[src/rtl/core/clca_pkg.sv]
// Shared types and constants for the color line centroid angle block.
`default_nettype none

package clca_pkg;

   // Field and register widths
   localparam int COLOR_W     = 8;
   localparam int LIMIT_W     = 10;
   localparam int SIZE_W      = 11;
   localparam int VIEW_W      = 15;
   localparam int ANGLE_W     = 15;
   localparam int DIST_W      = 10;
   localparam int CSR_DATA_W  = 15;
   localparam int CSR_INDEX_W = 3;

   // Divider: quotient bits and step counter
   localparam int QUOT_W = 15;
   localparam int STEP_W = 4;

   // Job queue between front and back
   localparam int QUEUE_DEPTH = 2;

   // Register reset values
   localparam logic [COLOR_W-1:0] RST_REF_RED     = 8'd132;
   localparam logic [COLOR_W-1:0] RST_REF_GREEN   = 8'd119;
   localparam logic [COLOR_W-1:0] RST_REF_BLUE    = 8'd48;
   localparam logic [LIMIT_W-1:0] RST_MATCH_LIMIT = 10'd30;
   localparam logic [SIZE_W-1:0]  RST_FRAME_SIZE  = 11'd64;
   localparam logic [VIEW_W-1:0]  RST_VIEW_ANGLE  = 15'd4096;

   // Register indexes
   typedef enum logic [CSR_INDEX_W-1:0] {
      CSR_REF_RED      = 3'd0,
      CSR_REF_GREEN    = 3'd1,
      CSR_REF_BLUE     = 3'd2,
      CSR_MATCH_LIMIT  = 3'd3,
      CSR_FRAME_WIDTH  = 3'd4,
      CSR_FRAME_HEIGHT = 3'd5,
      CSR_VIEW_ANGLE   = 3'd6
   } csr_index_type;

   // Back-end sequencer states
   typedef enum logic [2:0] {
      BK_IDLE,
      BK_SCALE,
      BK_OFFSET,
      BK_PRODUCT,
      BK_DIVIDE,
      BK_DELIVER
   } back_state_type;

   // Back-end control decode
   typedef struct packed {
      logic pop;
      logic load_job;
      logic div_step;
      logic load_out;
   } back_ctrl_type;

endpackage

`default_nettype wire

[src/rtl/core/clca_front.sv]
// Front end: configuration registers, pixel classification and frame accumulation.
`default_nettype none

module clca_front #(
   parameter int MAX_WIDTH  = 1024,
   parameter int MAX_HEIGHT = 1024,
   localparam int COL_W = $clog2(MAX_WIDTH),
   localparam int WID_W = $clog2(MAX_WIDTH + 1),
   localparam int ROW_W = (MAX_HEIGHT > 1) ? $clog2(MAX_HEIGHT) : 1,
   localparam int HGT_W = $clog2(MAX_HEIGHT + 1),
   localparam int CNT_W = $clog2(MAX_WIDTH * MAX_HEIGHT + 1),
   localparam int SUM_W = CNT_W + COL_W
) (
   input  wire logic                              clock,
   input  wire logic                              reset,
   input  wire logic                              req_valid,
   input  wire logic [clca_pkg::COLOR_W-1:0]      req_red,
   input  wire logic [clca_pkg::COLOR_W-1:0]      req_green,
   input  wire logic [clca_pkg::COLOR_W-1:0]      req_blue,
   output logic                                   req_stall,
   input  wire logic                              csr_write,
   input  wire logic [clca_pkg::CSR_INDEX_W-1:0]  csr_index,
   input  wire logic [clca_pkg::CSR_DATA_W-1:0]   csr_data,
   input  wire logic                              job_full,
   output logic                                   job_push,
   output logic [SUM_W-1:0]                       job_sum,
   output logic [CNT_W-1:0]                       job_count,
   output logic [WID_W-1:0]                       job_width,
   output logic [clca_pkg::VIEW_W-1:0]            job_view
);
   import clca_pkg::*;

   localparam int RST_W = (int'(RST_FRAME_SIZE) > MAX_WIDTH) ? MAX_WIDTH : int'(RST_FRAME_SIZE);
   localparam int RST_H = (int'(RST_FRAME_SIZE) > MAX_HEIGHT) ? MAX_HEIGHT : int'(RST_FRAME_SIZE);

   logic [COLOR_W-1:0] ref_red_ff, ref_red_in;
   logic [COLOR_W-1:0] ref_green_ff, ref_green_in;
   logic [COLOR_W-1:0] ref_blue_ff, ref_blue_in;
   logic [LIMIT_W-1:0] limit_ff, limit_in;
   logic [VIEW_W-1:0]  view_ff, view_in;
   logic [WID_W-1:0]   width_ff, width_in;
   logic [HGT_W-1:0]   height_ff, height_in;
   logic [COL_W-1:0]   col_ff, col_in;
   logic [ROW_W-1:0]   row_ff, row_in;
   logic [SUM_W-1:0]   sum_ff, sum_in;
   logic [CNT_W-1:0]   cnt_ff, cnt_in;

   logic [SIZE_W-1:0]  csr_size;
   logic [WID_W-1:0]   width_clamp;
   logic [HGT_W-1:0]   height_clamp;
   logic               restart;
   logic               accept;
   logic [COLOR_W-1:0] diff_red, diff_green, diff_blue;
   logic [DIST_W-1:0]  color_dist;
   logic               match;
   logic               col_last, row_last, frame_last;
   logic [SUM_W-1:0]   sum_next;
   logic [CNT_W-1:0]   cnt_next;

   // Clamp a written frame size into the supported range
   assign csr_size = csr_data[SIZE_W-1:0];

   always_comb begin
      if (csr_size == '0) begin
         width_clamp = WID_W'(1);
      end else if (int'(csr_size) > MAX_WIDTH) begin
         width_clamp = WID_W'(MAX_WIDTH);
      end else begin
         width_clamp = WID_W'(csr_size);
      end
      if (csr_size == '0) begin
         height_clamp = HGT_W'(1);
      end else if (int'(csr_size) > MAX_HEIGHT) begin
         height_clamp = HGT_W'(MAX_HEIGHT);
      end else begin
         height_clamp = HGT_W'(csr_size);
      end
   end

   // Decode register writes
   always_comb begin
      ref_red_in   = ref_red_ff;
      ref_green_in = ref_green_ff;
      ref_blue_in  = ref_blue_ff;
      limit_in     = limit_ff;
      view_in      = view_ff;
      width_in     = width_ff;
      height_in    = height_ff;
      restart      = 1'b0;
      if (csr_write) begin
         case (csr_index_type'(csr_index))
            CSR_REF_RED:      ref_red_in   = csr_data[COLOR_W-1:0];
            CSR_REF_GREEN:    ref_green_in = csr_data[COLOR_W-1:0];
            CSR_REF_BLUE:     ref_blue_in  = csr_data[COLOR_W-1:0];
            CSR_MATCH_LIMIT:  limit_in     = csr_data[LIMIT_W-1:0];
            CSR_FRAME_WIDTH: begin
               width_in = width_clamp;
               restart  = 1'b1;
            end
            CSR_FRAME_HEIGHT: begin
               height_in = height_clamp;
               restart   = 1'b1;
            end
            CSR_VIEW_ANGLE:   view_in      = csr_data[VIEW_W-1:0];
            default: begin
            end
         endcase
      end
   end

   // Classify the pixel by its distance from the reference color
   always_comb begin
      diff_red   = (req_red > ref_red_ff) ? req_red - ref_red_ff : ref_red_ff - req_red;
      diff_green = (req_green > ref_green_ff) ? req_green - ref_green_ff
                                              : ref_green_ff - req_green;
      diff_blue  = (req_blue > ref_blue_ff) ? req_blue - ref_blue_ff : ref_blue_ff - req_blue;
      color_dist = DIST_W'(diff_red) + DIST_W'(diff_green) + DIST_W'(diff_blue);
      match      = (color_dist < limit_ff);
   end

   // Hold off requests while the job queue is full
   assign req_stall = job_full;
   assign accept    = req_valid && !job_full;

   // Track the raster position
   assign col_last   = (WID_W'(col_ff) == width_ff - WID_W'(1));
   assign row_last   = (HGT_W'(row_ff) == height_ff - HGT_W'(1));
   assign frame_last = col_last && row_last;

   assign sum_next = sum_ff + (match ? SUM_W'(col_ff) : '0);
   assign cnt_next = cnt_ff + CNT_W'(match);

   // Advance the accumulators; restart on a size change or at frame end
   always_comb begin
      col_in = col_ff;
      row_in = row_ff;
      sum_in = sum_ff;
      cnt_in = cnt_ff;
      if (restart) begin
         col_in = '0;
         row_in = '0;
         sum_in = '0;
         cnt_in = '0;
      end else if (accept) begin
         if (frame_last) begin
            col_in = '0;
            row_in = '0;
            sum_in = '0;
            cnt_in = '0;
         end else begin
            sum_in = sum_next;
            cnt_in = cnt_next;
            if (col_last) begin
               col_in = '0;
               row_in = row_ff + ROW_W'(1);
            end else begin
               col_in = col_ff + COL_W'(1);
            end
         end
      end
   end

   // Hand the finished frame to the back end
   assign job_push  = accept && frame_last && !restart;
   assign job_sum   = sum_next;
   assign job_count = cnt_next;
   assign job_width = width_ff;
   assign job_view  = view_ff;

   always_ff @(posedge clock) begin
      if (reset) begin
         ref_red_ff   <= RST_REF_RED;
         ref_green_ff <= RST_REF_GREEN;
         ref_blue_ff  <= RST_REF_BLUE;
         limit_ff     <= RST_MATCH_LIMIT;
         view_ff      <= RST_VIEW_ANGLE;
         width_ff     <= WID_W'(RST_W);
         height_ff    <= HGT_W'(RST_H);
         col_ff       <= '0;
         row_ff       <= '0;
         sum_ff       <= '0;
         cnt_ff       <= '0;
      end else begin
         ref_red_ff   <= ref_red_in;
         ref_green_ff <= ref_green_in;
         ref_blue_ff  <= ref_blue_in;
         limit_ff     <= limit_in;
         view_ff      <= view_in;
         width_ff     <= width_in;
         height_ff    <= height_in;
         col_ff       <= col_in;
         row_ff       <= row_in;
         sum_ff       <= sum_in;
         cnt_ff       <= cnt_in;
      end
   end

endmodule

`default_nettype wire

[src/rtl/core/clca_queue.sv]
// Short job queue between the front end and the back end.
`default_nettype none

module clca_queue #(
   parameter int DATA_W = 8
) (
   input  wire logic              clock,
   input  wire logic              reset,
   input  wire logic              push,
   input  wire logic [DATA_W-1:0] push_data,
   input  wire logic              pop,
   output logic [DATA_W-1:0]      pop_data,
   output logic                   full,
   output logic                   empty
);
   import clca_pkg::*;

   localparam int PTR_W = $clog2(QUEUE_DEPTH);
   localparam int FILL_W = $clog2(QUEUE_DEPTH + 1);

   logic [DATA_W-1:0] slot_ff [QUEUE_DEPTH];
   logic [PTR_W-1:0]  wr_ptr_ff, wr_ptr_in;
   logic [PTR_W-1:0]  rd_ptr_ff, rd_ptr_in;
   logic [FILL_W-1:0] fill_ff, fill_in;
   logic              do_push, do_pop;

   assign full     = (fill_ff == FILL_W'(QUEUE_DEPTH));
   assign empty    = (fill_ff == '0);
   assign pop_data = slot_ff[rd_ptr_ff];
   assign do_push  = push && !full;
   assign do_pop   = pop && !empty;

   // Advance pointers and fill level
   always_comb begin
      wr_ptr_in = wr_ptr_ff;
      rd_ptr_in = rd_ptr_ff;
      fill_in   = fill_ff;
      if (do_push) begin
         wr_ptr_in = (int'(wr_ptr_ff) == QUEUE_DEPTH - 1) ? '0 : wr_ptr_ff + PTR_W'(1);
      end
      if (do_pop) begin
         rd_ptr_in = (int'(rd_ptr_ff) == QUEUE_DEPTH - 1) ? '0 : rd_ptr_ff + PTR_W'(1);
      end
      if (do_push && !do_pop) begin
         fill_in = fill_ff + FILL_W'(1);
      end else if (do_pop && !do_push) begin
         fill_in = fill_ff - FILL_W'(1);
      end
   end

   always_ff @(posedge clock) begin
      if (reset) begin
         wr_ptr_ff <= '0;
         rd_ptr_ff <= '0;
         fill_ff   <= '0;
      end else begin
         wr_ptr_ff <= wr_ptr_in;
         rd_ptr_ff <= rd_ptr_in;
         fill_ff   <= fill_in;
      end
   end

   // Store the pushed job
   always_ff @(posedge clock) begin
      if (do_push) begin
         slot_ff[wr_ptr_ff] <= push_data;
      end
   end

endmodule

`default_nettype wire

[src/rtl/core/clca_back.sv]
// Back end: centroid angle computation with an iterative divider and output register.
`default_nettype none

module clca_back #(
   parameter int MAX_WIDTH  = 1024,
   parameter int MAX_HEIGHT = 1024,
   localparam int COL_W = $clog2(MAX_WIDTH),
   localparam int WID_W = $clog2(MAX_WIDTH + 1),
   localparam int CNT_W = $clog2(MAX_WIDTH * MAX_HEIGHT + 1),
   localparam int SUM_W = CNT_W + COL_W
) (
   input  wire logic                           clock,
   input  wire logic                           reset,
   input  wire logic                           job_ready,
   input  wire logic [SUM_W-1:0]               job_sum,
   input  wire logic [CNT_W-1:0]               job_count,
   input  wire logic [WID_W-1:0]               job_width,
   input  wire logic [clca_pkg::VIEW_W-1:0]    job_view,
   output logic                                job_pop,
   output logic                                rsp_valid,
   input  wire logic                           rsp_stall,
   output logic                                rsp_found,
   output logic signed [clca_pkg::ANGLE_W-1:0] rsp_line_angle
);
   import clca_pkg::*;

   localparam int CW_W  = CNT_W + WID_W;
   localparam int EXT_W = CW_W + 1;
   localparam int N_W   = CW_W + QUOT_W;

   back_state_type state_ff, state_in;
   back_ctrl_type  ctrl;

   logic [SUM_W-1:0]  sum_ff;
   logic [CNT_W-1:0]  cnt_ff;
   logic [WID_W-1:0]  width_ff;
   logic [VIEW_W-1:0] view_ff;
   logic              found_ff;
   logic [CW_W-1:0]   cw_ff;
   logic [CW_W-1:0]   mag_ff;
   logic              neg_ff;
   logic [N_W-1:0]    rem_ff, rem_in;
   logic [N_W-1:0]    dsr_ff, dsr_in;
   logic [QUOT_W-1:0] quo_ff, quo_in;
   logic [STEP_W-1:0] step_ff, step_in;

   logic              out_valid_ff, out_valid_in;
   logic              out_found_ff;
   logic [ANGLE_W-1:0] out_angle_ff;

   logic              out_free;
   logic              div_last;
   logic [EXT_W-1:0]  two_sum, cw_ext;
   logic [ANGLE_W-1:0] angle;

   assign out_free = !out_valid_ff || !rsp_stall;
   assign div_last = (step_ff == STEP_W'(QUOT_W - 1));

   // Next state
   always_comb begin
      state_in = state_ff;
      case (state_ff)
         BK_IDLE:    if (job_ready) state_in = BK_SCALE;
         BK_SCALE:   state_in = BK_OFFSET;
         BK_OFFSET:  state_in = BK_PRODUCT;
         BK_PRODUCT: state_in = BK_DIVIDE;
         BK_DIVIDE:  if (div_last) state_in = BK_DELIVER;
         BK_DELIVER: if (out_free) state_in = BK_IDLE;
         default:    state_in = BK_IDLE;
      endcase
   end

   // Control outputs
   always_comb begin
      ctrl = '0;
      case (state_ff)
         BK_IDLE: begin
            ctrl.pop      = job_ready;
            ctrl.load_job = job_ready;
         end
         BK_DIVIDE:  ctrl.div_step = 1'b1;
         BK_DELIVER: ctrl.load_out = out_free;
         default: begin
         end
      endcase
   end

   assign job_pop = ctrl.pop;

   always_ff @(posedge clock) begin
      if (reset) begin
         state_ff <= BK_IDLE;
      end else begin
         state_ff <= state_in;
      end
   end

   // Capture the job
   always_ff @(posedge clock) begin
      if (ctrl.load_job) begin
         sum_ff   <= job_sum;
         cnt_ff   <= job_count;
         width_ff <= job_width;
         view_ff  <= job_view;
         found_ff <= (job_count != '0);
      end
   end

   // Scale: count times width
   always_ff @(posedge clock) begin
      if (state_ff == BK_SCALE) begin
         cw_ff <= CW_W'(cnt_ff) * CW_W'(width_ff);
      end
   end

   // Offset: magnitude and sign of twice the sum minus count times width
   assign two_sum = EXT_W'({sum_ff, 1'b0});
   assign cw_ext  = EXT_W'(cw_ff);

   always_ff @(posedge clock) begin
      if (state_ff == BK_OFFSET) begin
         if (two_sum >= cw_ext) begin
            mag_ff <= CW_W'(two_sum - cw_ext);
            neg_ff <= 1'b0;
         end else begin
            mag_ff <= CW_W'(cw_ext - two_sum);
            neg_ff <= 1'b1;
         end
      end
   end

   // Product and restoring divide by twice count times width
   always_comb begin
      rem_in  = rem_ff;
      dsr_in  = dsr_ff;
      quo_in  = quo_ff;
      step_in = step_ff;
      if (state_ff == BK_PRODUCT) begin
         rem_in  = N_W'(mag_ff) * N_W'(view_ff);
         dsr_in  = N_W'({cw_ff, 1'b0}) << (QUOT_W - 1);
         quo_in  = '0;
         step_in = '0;
      end else if (ctrl.div_step) begin
         if (rem_ff >= dsr_ff) begin
            rem_in = rem_ff - dsr_ff;
            quo_in = {quo_ff[QUOT_W-2:0], 1'b1};
         end else begin
            quo_in = {quo_ff[QUOT_W-2:0], 1'b0};
         end
         dsr_in  = dsr_ff >> 1;
         step_in = step_ff + STEP_W'(1);
      end
   end

   always_ff @(posedge clock) begin
      rem_ff  <= rem_in;
      dsr_ff  <= dsr_in;
      quo_ff  <= quo_in;
      step_ff <= step_in;
   end

   // Apply the sign; an empty frame gives zero
   always_comb begin
      if (!found_ff) begin
         angle = '0;
      end else if (neg_ff) begin
         angle = ANGLE_W'(-quo_ff);
      end else begin
         angle = ANGLE_W'(quo_ff);
      end
   end

   // Hold the result until it is taken
   always_comb begin
      out_valid_in = out_valid_ff;
      if (ctrl.load_out) begin
         out_valid_in = 1'b1;
      end else if (out_valid_ff && !rsp_stall) begin
         out_valid_in = 1'b0;
      end
   end

   always_ff @(posedge clock) begin
      if (reset) begin
         out_valid_ff <= 1'b0;
      end else begin
         out_valid_ff <= out_valid_in;
      end
   end

   always_ff @(posedge clock) begin
      if (ctrl.load_out) begin
         out_found_ff <= found_ff;
         out_angle_ff <= angle;
      end
   end

   assign rsp_valid      = out_valid_ff;
   assign rsp_found      = out_found_ff;
   assign rsp_line_angle = signed'(out_angle_ff);

endmodule

`default_nettype wire

[src/rtl/core/color_line_centroid_angle.sv]
// Throughput: one pixel request per cycle while the job queue is not full; a 2-entry job queue
//   feeds the back end, which works on one frame at a time with its 15-step restoring divider.
// Reset: synchronous, active high; registers return to their default values and the
//   frame position, sums and queue are cleared. No clearing pass is needed.
`default_nettype none

module color_line_centroid_angle #(
   parameter int MAX_WIDTH  = 1024,
   parameter int MAX_HEIGHT = 1024
) (
   input  wire logic                              clock,
   input  wire logic                              reset,
   input  wire logic                              req_valid,
   output logic                                   req_stall,
   input  wire logic [clca_pkg::COLOR_W-1:0]      req_red,
   input  wire logic [clca_pkg::COLOR_W-1:0]      req_green,
   input  wire logic [clca_pkg::COLOR_W-1:0]      req_blue,
   output logic                                   rsp_valid,
   input  wire logic                              rsp_stall,
   output logic                                   rsp_found,
   output logic signed [clca_pkg::ANGLE_W-1:0]    rsp_line_angle,
   input  wire logic                              csr_write,
   input  wire logic [clca_pkg::CSR_INDEX_W-1:0]  csr_index,
   input  wire logic [clca_pkg::CSR_DATA_W-1:0]   csr_data
);
   import clca_pkg::*;

   localparam int COL_W  = $clog2(MAX_WIDTH);
   localparam int WID_W  = $clog2(MAX_WIDTH + 1);
   localparam int CNT_W  = $clog2(MAX_WIDTH * MAX_HEIGHT + 1);
   localparam int SUM_W  = CNT_W + COL_W;
   localparam int DATA_W = SUM_W + CNT_W + WID_W + VIEW_W;

   logic              job_push, job_full, job_empty, job_pop;
   logic [SUM_W-1:0]  push_sum, pop_sum;
   logic [CNT_W-1:0]  push_count, pop_count;
   logic [WID_W-1:0]  push_width, pop_width;
   logic [VIEW_W-1:0] push_view, pop_view;
   logic [DATA_W-1:0] push_data, pop_data;

   clca_front #(
      .MAX_WIDTH  (MAX_WIDTH),
      .MAX_HEIGHT (MAX_HEIGHT)
   ) u_front (
      .clock     (clock),
      .reset     (reset),
      .req_valid (req_valid),
      .req_red   (req_red),
      .req_green (req_green),
      .req_blue  (req_blue),
      .req_stall (req_stall),
      .csr_write (csr_write),
      .csr_index (csr_index),
      .csr_data  (csr_data),
      .job_full  (job_full),
      .job_push  (job_push),
      .job_sum   (push_sum),
      .job_count (push_count),
      .job_width (push_width),
      .job_view  (push_view)
   );

   // Pack and unpack the queued job
   assign push_data = {push_sum, push_count, push_width, push_view};
   assign {pop_sum, pop_count, pop_width, pop_view} = pop_data;

   clca_queue #(
      .DATA_W (DATA_W)
   ) u_queue (
      .clock     (clock),
      .reset     (reset),
      .push      (job_push),
      .push_data (push_data),
      .pop       (job_pop),
      .pop_data  (pop_data),
      .full      (job_full),
      .empty     (job_empty)
   );

   clca_back #(
      .MAX_WIDTH  (MAX_WIDTH),
      .MAX_HEIGHT (MAX_HEIGHT)
   ) u_back (
      .clock          (clock),
      .reset          (reset),
      .job_ready      (!job_empty),
      .job_sum        (pop_sum),
      .job_count      (pop_count),
      .job_width      (pop_width),
      .job_view       (pop_view),
      .job_pop        (job_pop),
      .rsp_valid      (rsp_valid),
      .rsp_stall      (rsp_stall),
      .rsp_found      (rsp_found),
      .rsp_line_angle (rsp_line_angle)
   );

endmodule

`default_nettype wire

[config.mk]
export PLATFORM = sky130hd
export DESIGN_NAME = color_line_centroid_angle
export DESIGN_NICKNAME = d
export VERILOG_FILES = /design/src/rtl/core/clca_pkg.sv /design/src/rtl/core/clca_front.sv /design/src/rtl/core/clca_queue.sv /design/src/rtl/core/clca_back.sv /design/src/rtl/core/color_line_centroid_angle.sv
export SDC_FILE = /design/constraint.sdc
export NUM_CORES = 2
export LEC_CHECK = 0
export BUFFER_PORTS_ARGS = -buffer_cell sky130_fd_sc_hd__buf_2
export CORE_ASPECT_RATIO = 1.75
export CORE_MARGIN = 2
export CORE_UTILIZATION = 58
export DETAILED_ROUTE_END_ITERATION = 8
export GPL_ROUTABILITY_DRIVEN = 0
export PLACE_DENSITY = 0.74
export SLEW_MARGIN = 30
export SYNTH_ARGS = -nofsm -noshare
export SYNTH_HDL_FRONTEND = slang
export SYNTH_SLANG_ARGS = --single-unit
[constraint.sdc]
create_clock -name clock -period 21.9 [get_ports clock]
set_input_delay 4.38 -clock clock [delete_from_list [all_inputs] [get_ports clock]]
set_output_delay 4.38 -clock clock [all_outputs]
set_load 0.01 [all_outputs]
==> impl_metrics.py <==
metrics = {
    "yosys": {
        "yosys-top-cells-count": "788 x nand2_1, 686 x inv_1, 570 x fa_1",
        "ys_seq_area_share_pct": 29.3,
        "synthCells": 5533,
        "yosysMostFrequentCell": "nand2_1",
        "synthTopCellsByArea": "edfxtp_1 22%, fa_1 21%, ha_1 8.9%, dfxtp_1 7.0%, nand2_1 5.6%",
        "async_reset_ff_share_pct": 0,
        "synth_compound_area_share_pct": 11.7,
        "synth-xor-area-share_pct": 4.41,
        "syn_avg_cell_area_um2": 9.61,
        "synthSimpleGateAreaFrac_pct": 15.0,
        "synth_fa_ha_area_share_pct": 30.4,
        "ys_warn_count": 0,
        "syn_nets": 6529,
        "synth-edff-count": 395,
        "synth_top_family_by_area": "adder cells",
        "muxShareOfSynthArea_pct": 2.63,
        "syn_area_um2": 53200,
        "synth_top_flop_cell": "edfxtp_1",
        "yosysTopAreaCell": "edfxtp_1",
        "synth_top_cell_area_share_pct": 22.3,
        "synth.distinct_cells": 76,
        "synth-seq-cells": 581,
    },
    "sta": {
        "rsz0062_at_grt": "false",
        "clock_skew_ns": 0.0397,
        "fmax_ghz": 0.0821,
        "finalSetupTns_ns": 0,
        "period_share_pct": 55.6,
        "slew_headroom_pct": 30.7,
        "drv_slew": 0,
        "tightestPinTransition_ns": 1.04,
        "setup_slack_ns": 9.72,
        "finalHoldViolCount": 0,
        "finalSetupViolCount": 0,
        "fin_crit_ns": 12.18,
    },
    "clock_tree": {
        "cts_tree": "built",
        "cts_buffer_depth": 3,
        "htreeDepth": 2,
        "holdBufCountCts": 0,
        "postCtsSetupBuffers": 0,
        "clk_pin_slew_ns": 0.07,
        "root_buffer": "clkbuf_16",
        "clk_latency_ns": 0.62,
        "clock-sinks": 581,
        "cts_resized": 0,
        "numCtsBuffers": 53,
    },
    "global_routing": {
        "grt_use_total_pct": 28.6,
        "grt.overflow.total": 0,
        "antenna_found_initial": 1,
        "grt_pass1_wl_um": 213000,
        "grt_pass1_vias": 42369,
        "grt_max_degree": 83,
    },
    "die": {
        "core_area_um2": 91400,
        "io_pins": 65,
        "die_w_um": 233,
        "rows": 147,
        "chipHeight_um": 405,
        "initial_core_util_pct": 58.2,
        "die-area_um2": 94300,
    },
    "outcome": {
        "outcome": "finished, final reports clean",
    },
    "setup_path": {
        "end_kind": "flip-flop",
        "cp_common_cell": "a21o_1",
        "critPathBufInv": 4,
        "cpMaxStageDelayCell": "or4_1",
        "crit_type": "primary input to flip-flop",
        "critPathLaunch": "req_green[0]",
        "crit_fanout": 11,
        "crit_path_start_kind": "primary input",
        "r2r_start": "u_front.ref_red_ff[0]",
        "cpPeakStageDelay_ns": 0.52,
        "cp.arrival_ns": 12.71,
        "crit_family": "compound AO/OA/AOI/OAI gates",
        "required_ns": 22.43,
        "reg2reg_slack_ns": 13.29,
    },
    "final_layout": {
        "synthToLayoutAreaGrowth_pct": 5.80,
        "multiInputGateArea_um2": 34100,
        "drive_above_1_share_pct": 5.94,
        "fillers": 7508,
        "post-route-util_pct": 61.6,
        "nNetsFinal": 6444,
        "final_cell_area_um2": 56300,
        "ff_latch_area_um2": 15600,
    },
    "worst_hold_path": {
        "hold_path.class": "flip-flop to flip-flop",
        "hold_start": "u_front.job_view[1]",
    },
    "place": {
        "pre_cts_ws_ns": 9.17,
        "port_buffers": 64,
        "placed_area_um2": 54500,
        "dpl.hpwl_um": 103000,
    },
    "job": {
        "cap_viol_max_count": 0,
    },
    "routing": {
        "drt-wirelength-per-cell_um": 19.7,
        "wirelength_um": 132000,
        "firstDrtPassIters": 7,
        "drc": 0,
        "dr_total_vias": 39413,
        "ant_nets": 0,
        "via_per_inst": 5.90,
        "drtIter0Drc": 1918,
    },
}
-- registers in the layout, summed over array words and instances (netlist names), 21 cells and up, named ones only --
| signal | count |
|---|---|
| u_back.rem_ff | 47 |
| u_back.mag_ff | 32 |
| u_front.sum_ff | 31 |
| u_back.cw_ff | 32 |
| u_back.cnt_ff | 21 |
| u_front.cnt_ff | 21 |
| u_queue.slot_ff | 156 |
| u_back.sum_ff | 31 |
| u_back.dsr_ff | 47 |
-- per-stage QoR --
step | hold WS [ns] | instances
after floorplan | 0.425 | 5533
after global placement | 0.433 | 6582
after detailed placement | 0.443 | 6585
after CTS | 0.446 | 6684
after global routing | 0.461 | 6685
final | 0.447 | 6685
-- layer usage --
metal  share of wire [%]  GRT usage, %  vias to the layer above
met2                  55          55.0                     1136
met1                  34          29.4                    19605
met3                 3.8          2.55                      497
met4                 6.9          17.8                        0
met5                   0             0                        -
li1                    -             -                    18175
-- kinds of logic after synthesis --
family	Yosys count
buffers and inverters	936
xor gates and xnor gates	268
AOI/OAI and AO/OA	986
and+or+nand+nor	1685
adders and majority gates	949
muxes	128
DFF	581
-- final timing paths --
| kind | endpoint | depth (start not counted) |
|---|---|---|
| min | u_queue.slot_ff[1][1] | 0 |
| max reg2reg | u_front.sum_ff[12] | 37 |
| min reg2reg | u_queue.slot_ff[1][1] | 0 |
| max | u_front.sum_ff[12] | 39 |
-- area by class of cell --
cell class,instances,share of cell area (%)
Inverter,687,4.58
Clock inverter,31,0.680
Tap cell,1192,2.65
Antenna cell,1,0.00445
Multi-Input combinational cell,4016,60.6
Clock buffer,68,2.53
Timing Repair Buffer,109,1.22
Sequential cell,581,27.7
-- placed cells by master, fill, tap and decap left out, types with 11 or more instances in the layout --
master | Yosys | final
dfxtp_1 | 186 | 185
fa_1 | 570 | 570
buf_4 | 0 | 41
o21a_1 | 31 | 31
nor4_1 | 13 | 13
mux2_2 | 93 | 93
clkbuf_16 | 0 | 53
mux2i_1 | 35 | 35
o2111ai_1 | 13 | 13
xor2_1 | 93 | 93
nand3b_1 | 14 | 14
xnor2_1 | 175 | 175
nand4_1 | 35 | 35
and2_1 | 310 | 309
nand2b_1 | 39 | 39
nor3_1 | 51 | 51
o31ai_1 | 23 | 23
a21o_1 | 129 | 129
nand2_1 | 788 | 787
nor2_1 | 208 | 206
buf_2 | 4 | 64
a22o_1 | 25 | 25
ha_1 | 379 | 379
a211o_1 | 19 | 19
clkbuf_1 | 232 | 11
a31oi_1 | 24 | 24
nand3_1 | 88 | 88
a211oi_1 | 26 | 26
o21bai_1 | 46 | 46
o21ai_0 | 198 | 198
o211ai_1 | 11 | 11
edfxtp_1 | 395 | 395
inv_1 | 686 | 684
and3_1 | 38 | 38
nor2b_1 | 37 | 36
or3_1 | 19 | 19
a21oi_1 | 342 | 342
Power is not shown: default switching activity piles up to over one toggle a cycle in this logic, so the estimate is an artifact.
